==> src/rtl/lsag_pkg.sv <==
// Shared types and constants for the load/store address generator.
// No dependencies.
package lsag_pkg;

   localparam int unsigned WORD_W = 32;

   localparam logic [WORD_W-1:0] PC_ADJUST  = 32'd8;
   localparam logic [WORD_W-1:0] WORD_BYTES = 32'd4;
   localparam logic [3:0]        RN_PC      = 4'd15;

   typedef enum logic [1:0] {
      MODE_WORD  = 2'd0,
      MODE_HALF  = 2'd1,
      MODE_MULTI = 2'd2
   } lsag_mode_type;

   typedef enum logic [1:0] {
      SHIFT_LSL = 2'd0,
      SHIFT_LSR = 2'd1,
      SHIFT_ASR = 2'd2,
      SHIFT_ROR = 2'd3
   } lsag_shift_type;

   // P and U bits of a block transfer
   typedef enum logic [1:0] {
      BLOCK_DA = 2'd0,
      BLOCK_IA = 2'd1,
      BLOCK_DB = 2'd2,
      BLOCK_IB = 2'd3
   } lsag_block_type;

   typedef struct packed {
      logic [1:0]        mode;
      logic [WORD_W-1:0] instr;
      logic [WORD_W-1:0] base_value;
      logic [WORD_W-1:0] index_value;
      logic              carry_in;
   } lsag_req_type;

   typedef struct packed {
      logic [WORD_W-1:0] start_addr;
      logic [WORD_W-1:0] end_addr;
      logic              wb_enable;
      logic [WORD_W-1:0] wb_value;
      logic              bad_form;
   } lsag_rsp_type;

endpackage

==> src/rtl/arm_load_store_address_gen_top.sv <==
// Load/store address generator for ARM addressing modes 2, 3 and 4, top level.
// Depends on lsag_pkg, lsag_offset and lsag_addr.
//
// One item is accepted every clock cycle while req_stall is low. Each item
// passes through an input register, then one pass of offset, adder and
// popcount logic, then a result register, from which the result is shown and
// leaves while rsp_stall is low. The result register advances whenever it is
// empty or rsp_stall is low, and the input register advances whenever the
// result register does, so req_stall is high only while both registers hold
// items and rsp_stall is high.
module arm_load_store_address_gen_top
   import lsag_pkg::*;
(
   input  logic              clock,
   input  logic              reset,
   input  logic              req_valid,
   output logic              req_stall,
   input  logic [1:0]        req_type,
   input  logic [WORD_W-1:0] req_instr,
   input  logic [WORD_W-1:0] req_base_value,
   input  logic [WORD_W-1:0] req_index_value,
   input  logic              req_carry_in,
   output logic              rsp_valid,
   input  logic              rsp_stall,
   output logic [WORD_W-1:0] rsp_start_addr,
   output logic [WORD_W-1:0] rsp_end_addr,
   output logic              rsp_wb_enable,
   output logic [WORD_W-1:0] rsp_wb_value,
   output logic              rsp_bad_form
);

   logic         in_vld_ff, in_vld_in;
   logic         out_vld_ff, out_vld_in;
   lsag_req_type in_req_ff, in_req_in;
   lsag_rsp_type out_rsp_ff, out_rsp_in;
   logic         out_adv, in_adv;
   logic [WORD_W-1:0] offset;
   lsag_rsp_type calc_rsp;

   assign out_adv   = !out_vld_ff || !rsp_stall;
   assign in_adv    = !in_vld_ff || out_adv;
   assign req_stall = !in_adv;

   lsag_offset u_offset (
      .req    (in_req_ff),
      .offset (offset)
   );

   lsag_addr u_addr (
      .req    (in_req_ff),
      .offset (offset),
      .rsp    (calc_rsp)
   );

   always_comb begin
      in_vld_in  = in_adv ? req_valid : in_vld_ff;
      out_vld_in = out_adv ? in_vld_ff : out_vld_ff;
      in_req_in  = in_req_ff;
      if (in_adv && req_valid) begin
         in_req_in = '{mode:        req_type,
                       instr:       req_instr,
                       base_value:  req_base_value,
                       index_value: req_index_value,
                       carry_in:    req_carry_in};
      end
      out_rsp_in = (out_adv && in_vld_ff) ? calc_rsp : out_rsp_ff;
   end

   always_ff @(posedge clock) begin
      if (reset) begin
         in_vld_ff  <= 1'b0;
         out_vld_ff <= 1'b0;
      end else begin
         in_vld_ff  <= in_vld_in;
         out_vld_ff <= out_vld_in;
      end
   end

   always_ff @(posedge clock) begin
      in_req_ff  <= in_req_in;
      out_rsp_ff <= out_rsp_in;
   end

   assign rsp_valid      = out_vld_ff;
   assign rsp_start_addr = out_rsp_ff.start_addr;
   assign rsp_end_addr   = out_rsp_ff.end_addr;
   assign rsp_wb_enable  = out_rsp_ff.wb_enable;
   assign rsp_wb_value   = out_rsp_ff.wb_value;
   assign rsp_bad_form   = out_rsp_ff.bad_form;

endmodule

==> src/rtl/lsag_offset.sv <==
// Offset former for modes 2 and 3: immediates and the scaled register shifter.
// Depends on lsag_pkg.
module lsag_offset
   import lsag_pkg::*;
(
   input  lsag_req_type      req,
   output logic [WORD_W-1:0] offset
);

   logic [4:0]          amt;
   logic [1:0]          kind;
   logic [WORD_W-1:0]   rmv;
   logic [WORD_W-1:0]   shifted;
   logic [2*WORD_W-1:0] dbl;

   assign amt  = req.instr[11:7];
   assign kind = req.instr[6:5];
   assign rmv  = req.index_value;
   assign dbl  = {rmv, rmv} >> amt;

   always_comb begin
      case (kind)
         SHIFT_LSL: shifted = rmv << amt;
         SHIFT_LSR: shifted = (amt == 5'd0) ? '0 : (rmv >> amt);
         SHIFT_ASR: shifted = (amt == 5'd0) ? WORD_W'($signed(rmv) >>> 31)
                                            : WORD_W'($signed(rmv) >>> amt);
         default:   shifted = (amt == 5'd0) ? {req.carry_in, rmv[WORD_W-1:1]}
                                            : dbl[WORD_W-1:0];
      endcase
   end

   always_comb begin
      if (req.mode == MODE_WORD) begin
         offset = req.instr[25] ? shifted : {20'd0, req.instr[11:0]};
      end else begin
         offset = req.instr[22] ? {24'd0, req.instr[11:8], req.instr[3:0]} : rmv;
      end
   end

endmodule

==> src/rtl/lsag_addr.sv <==
// Address, end address and base write-back for modes 2, 3 and 4.
// Depends on lsag_pkg; takes the offset from lsag_offset.
module lsag_addr
   import lsag_pkg::*;
(
   input  lsag_req_type      req,
   input  logic [WORD_W-1:0] offset,
   output lsag_rsp_type      rsp
);

   logic              p, u, w;
   logic [WORD_W-1:0] base;
   logic [WORD_W-1:0] moved;
   logic [4:0]        cnt;
   logic [WORD_W-1:0] bytes;

   assign p = req.instr[24];
   assign u = req.instr[23];
   assign w = req.instr[21];

   assign base  = (req.instr[19:16] == RN_PC) ? req.base_value + PC_ADJUST : req.base_value;
   assign moved = u ? base + offset : base - offset;

   always_comb begin
      cnt = '0;
      for (int i = 0; i < 16; i++) begin
         cnt = cnt + 5'(req.instr[i]);
      end
   end

   assign bytes = {25'd0, cnt, 2'b00};

   always_comb begin
      rsp = '0;
      unique case (req.mode)
         MODE_WORD, MODE_HALF: begin
            if (!p) begin
               rsp.start_addr = base;
               if (req.mode == MODE_HALF && w) begin
                  rsp.bad_form = 1'b1;
               end else begin
                  rsp.wb_enable = 1'b1;
                  rsp.wb_value  = moved;
               end
            end else begin
               rsp.start_addr = moved;
               if (w) begin
                  rsp.wb_enable = 1'b1;
                  rsp.wb_value  = moved;
               end
            end
            rsp.end_addr = rsp.start_addr;
         end
         MODE_MULTI: begin
            unique case (lsag_block_type'({p, u}))
               BLOCK_DA: begin
                  rsp.start_addr = base - bytes + WORD_BYTES;
                  rsp.end_addr   = base;
               end
               BLOCK_IA: begin
                  rsp.start_addr = base;
                  rsp.end_addr   = base + bytes - WORD_BYTES;
               end
               BLOCK_DB: begin
                  rsp.start_addr = base - bytes;
                  rsp.end_addr   = base - WORD_BYTES;
               end
               default: begin
                  rsp.start_addr = base + WORD_BYTES;
                  rsp.end_addr   = base + bytes;
               end
            endcase
            if (w) begin
               rsp.wb_enable = 1'b1;
               rsp.wb_value  = u ? base + bytes : base - bytes;
            end
         end
         default: rsp = '0;
      endcase
   end

endmodule

==> config.mk <==
export PLATFORM = sky130hd
export DESIGN_NAME = arm_load_store_address_gen_top
export DESIGN_NICKNAME = d
export VERILOG_FILES = /design/src/rtl/lsag_pkg.sv /design/src/rtl/arm_load_store_address_gen_top.sv /design/src/rtl/lsag_offset.sv /design/src/rtl/lsag_addr.sv
export SDC_FILE = /design/constraint.sdc
export NUM_CORES = 1
export LEC_CHECK = 0
export BUFFER_PORTS_ARGS = -buffer_cell sky130_fd_sc_hd__buf_2
export CORE_MARGIN = 2
export CORE_UTILIZATION = 40
export DETAILED_ROUTE_END_ITERATION = 16
export HOLD_SLACK_MARGIN = 0.15
export PLACE_DENSITY = 0.62
export SLEW_MARGIN = 20
export SYNTH_ARGS = -nofsm -noshare
export SYNTH_HDL_FRONTEND = slang
export SYNTH_HIERARCHICAL = 1
export SYNTH_SLANG_ARGS = --single-unit
==> constraint.sdc <==
create_clock -name clock -period 12.2 [get_ports clock]
set_input_delay 0.61 -clock clock [delete_from_list [all_inputs] [get_ports clock]]
set_output_delay 0.61 -clock clock [all_outputs]
set_load 0.05 [all_outputs]
# Yosys cells after proc, flatten, opt, wreduce, memory -nomap -nowiden
# Index checks and enable logic that the tools add are counted.
[word_totals]
ff_bits = 193
in_bits = 103
out_inout_bits = 100
[classes]
shifts = 4
reduce_logical = 15
n_bitwise = 1
add_sub_neg = 24
n_eq_ne = 7
mux = 18
[op_table]
columns = ["cell", "n"]
rows = [
  ["2-to-1 mux 32 bit", 10],
  ["one-hot mux 97 bit (2 select lines)", 1],
  ["one-hot mux 64 bit (3 select lines)", 1],
  ["2-to-1 mux 33 bit", 4],
  ["one-hot mux 32 bit (3 select lines)", 1],
  ["adder 5 x 1 -> 5 bit", 13],
  ["adder 32 x 3 -> 32 bit, second input constant", 2],
  ["right shift 64 x 5 -> 32 bit", 1],
  ["subtractor 32 x 3 -> 32 bit, second input constant", 2],
  ["adder 32 bit", 1],
  ["adder 32 x 4 -> 32 bit, second input constant", 1],
  ["adder 32 x 7 -> 32 bit", 1],
  ["<< shifter 32 x 5 -> 32 bit", 1],
  ["right shift 32 x 5 -> 32 bit", 1],
  [">>> shifter 32 x 5 -> 32 bit", 1],
  ["subtractor 32 bit", 1],
  ["subtractor 32 x 7 -> 32 bit", 1],
  ["== test 2 x 1 -> 1 bit, second input constant", 3],
  ["== test 2 bit, second input constant", 3],
  ["logical NOT 2 bit", 3],
  ["logical NOT 5 bit", 1],
  ["== test 4 bit, second input constant", 1],
  ["logical NOT 1 bit", 4],
  ["OR reduction 2 bit", 2],
  ["other kinds (6)", 9],
]

# Depth between registers and ports, before layout
[depth]
depth_word = 19
ltp_mapped = 31
ltp_nobuf = 28

# Cells and area by module
# Netlist, hierarchy kept.
[by_module_without_submodules]
columns = ["module", "cells_each", "n_inst", "area_each_um2"]
rows = [
  ["lsag_addr", 1693, 1, 10852.9],
  ["lsag_offset", 931, 1, 6759.0],
  ["arm_load_store_address_gen_top", 207, 1, 6002.0],
]

# Worst setup path before layout
# Ideal clock, no wire load.
[synth_timing]
path_type = "input to register"
from = "input rsp_stall"
to = "register out_rsp_ff (netlist bit rsp_bad_form), enable pin"
arrival_time_ns = 7.714
path_stages = 1
setup_slack_ns = 3.783
path_buffers = 0
t_required_ns = 11.497
setup_time_ns = 0.703
path_cell_list = "a21boi_0"
[synth_between]
elab_chain_cells = 3
[synth_lines]
columns = ["item", "line_no", "source"]
rows = [
  ["start: declaration", "arm_load_store_address_gen_top.sv:24", "input logic rsp_stall,"],
  ["logical NOT 1 bit", "arm_load_store_address_gen_top.sv:40", "assign out_adv = !out_vld_ff || !rsp_stall;"],
  ["logical OR 1 bit", "arm_load_store_address_gen_top.sv:40", ""],
  ["logical AND 1 bit", "arm_load_store_address_gen_top.sv:66", "out_rsp_in = (out_adv && in_vld_ff) ? calc_rsp : out_rsp_ff;"],
  ["end signal: assignment", "arm_load_store_address_gen_top.sv:81", "out_rsp_ff <= out_rsp_in;"],
  ["end: declaration", "arm_load_store_address_gen_top.sv:35", "lsag_rsp_type out_rsp_ff, out_rsp_in;"],
]
# Every way passes these cells.
# A chain may end at the register's enable or synchronous reset.

==> reports/metrics.cfg <==
[outcome]
status=finished clean

[placed_design]
preCtsSetupSlack_ns=3.091
gp_congestion=1.049
dpl.cell_count=3625
portBuffers=195
dpl.hpwl_mm=77.80

[global_route]
antenna_found_initial=6
grt_max_degree=177
first_global_vias=22850
grt_pass1_wl_mm=153.9
grt_use_total_pct=34.54
overflow=0

[synth]
synth_nets=2995
synthCells=2824
yosys_warnings=6
synth_area_per_cell_um2=8.287
netlist_area_mm2=0.02340

[routing]
drt-initial-drc-count=3416
wirelength_mm=107.7
drc=0
wl_per_cell_um=29.43
final_antenna_net_count=0
vias_per_cell=6.812
dr.pass1.iters=7
num_vias=24920

[layout]
final_util_pct=44.17
finalNonFillerCells=3658
num-nets-final=3050
drive_above_1_share_pct=16.91
area_delta_synth_final_pct=9.105

[worst_setup_path]
crit_fanout=38
required_ns=12.41
crit_type=register to register
cp-start-kind=register
crit_path_end_kind=register
cp.arrival_ns=9.71

[power]
p_switching_w=0.001568
power.total_w=0.003308
p_per_area_mw_per_mm2=129.5
power_switching_share_pct=47.39
pwr-share-seq_pct=25.5
ir_drop_mv=0.1401
power_leakage_nw=9.405
pwr-share-clk_pct=17.9
pwr-share-comb_pct=56.6
p_int_w=0.001740

[floorplanning]
pin_count=203
rows=88
start_util_pct=40.49
fp.dieW_um=245.9
fp.dieArea_mm2=0.06046
coreArea_mm2=0.05781
dieHeight_um=245.9

[cts]
cts_buffer_depth=2
postCtsSetupBuffers=0
clk_pin_slew_ns=0.09
cts_tree=yes
cts_buffers=17
cts_sinks=192
cts_resized=0
htree_levels=4
clock_latency_ns=0.51
cts_root_buffer=clkbuf_16
hold_buffers=0

[timing]
slew-limit-headroom_pct=20.94
period_share_pct=77.90
tns_ns=0
finalSetupViolations=0
period_needed_ns=9.504
skew_ns=0.02785
hold_viol=0
fmax_ghz=0.1052
worst_pin_slew_ns=1.182
fin_ws_ns=2.696
slew_viol_final=0
rsz0062_at_grt=no

[min_path]
hp-class=input port to register

[flow_run]
drv_cap=0

-- worst paths after layout --
path                  startpoint  cells past startpoint  slack (ns)                 end
min reg2reg            in_vld_ff                      2        0.52           in_vld_ff
max reg2reg        in_req_ff[73]                     25        2.70  rsp_start_addr[30]
min          req_index_value[20]                      1        0.27       in_req_ff[21]
max                in_req_ff[73]                     25        2.70  rsp_start_addr[30]
-- metal layers --
metal	part of all wire, %	up-vias	wire length, um	global-route usage [%]
met1	43	12180	46100	49.13
met5	0.22	-	234	2.941
met4	3.5	8	3716	11.76
li1	-	10850	-	-
met2	42	1627	44900	49.49
met3	12	257	12700	9.702
-- power by group through the flow --
stage,Combinational [W],Sequential (W),Clock [W]
2_1_floorplan,0.00125,0.000927,0
3_3_place_gp,0.00178,0.000854,0
3_5_place_dp,0.00180,0.000855,0
4_1_cts,0.00181,0.000841,0.000608
5_1_grt,0.00199,0.000846,0.000632
6_report,0.00187,0.000844,0.000592
-- worst max-delay path, cell delays in order (launching register included) --
cell and delay (ns):
edfxtp_1 0.37, buf_4 0.31, inv_2 0.70, mux2i_1 0.88
o21ai_0 0.27, a221o_1 0.43, a311oi_1 0.85, a221oi_1 0.36
nor4b_1 0.61, and2_1 0.33, nor2_1 0.08, xnor2_1 0.17
ha_1 0.34, a21oi_1 0.16, o21ai_0 0.10, a21oi_1 0.24
nand3b_1 0.09, o21ai_0 0.43, o21ai_0 0.33, and3_1 0.30
o41ai_1 0.54, o21ai_0 0.34, a211o_1 0.37, o22ai_1 0.21
a221o_1 0.25, o21ai_0 0.10
-- sequential cells by signal, indices dropped and copies added, names as in the netlist --
signal,cells
rsp_end_addr,32
in_vld_ff,1
in_req_ff,92
rsp_start_addr,32
rsp_bad_form,1
rsp_wb_enable,1
rsp_valid,1
rsp_wb_value,32
-- cell usage in the layout, fill, tap and decap left out, types with 59 or more instances in the layout --
| master | count |
|---|---|
| nand2_1 | 245 |
| nor2_1 | 242 |
| buf_2 | 195 |
| edfxtp_1 | 190 |
| a21oi_1 | 185 |
| o21ai_0 | 147 |
| xnor2_1 | 137 |
| mux2i_1 | 95 |
| inv_1 | 93 |
| nor3_1 | 90 |
| o22ai_1 | 79 |
| nand3_1 | 77 |
| buf_4 | 65 |
| a21o_1 | 59 |
-- layout make-up --
class / count / area (um2)
Antenna cell: 1 / 2.502
Inverter: 109 / 409.1
Timing Repair Buffer: 264 / 1544
Multi-Input combinational cell: 2295 / 16260
Clock buffer: 17 / 425.4
Sequential cell: 192 / 5746
Fill cell: 5837 / 32270
Clock inverter: 15 / 190.2
Tap cell: 765 / 957.2
-- metrics by stage --
| step | hold WS (ns) | instance area [um2] |
|---|---|---|
| after floorplan | 0.4720 | 23400 |
| after global placement | 0.4899 | 24890 |
| after detailed placement | 0.5047 | 24910 |
| after CTS | 0.2532 | 25530 |
| after global routing | 0.2568 | 25530 |
| final | 0.2721 | 25530 |
Note: power is estimated with default switching activity, not from simulation.
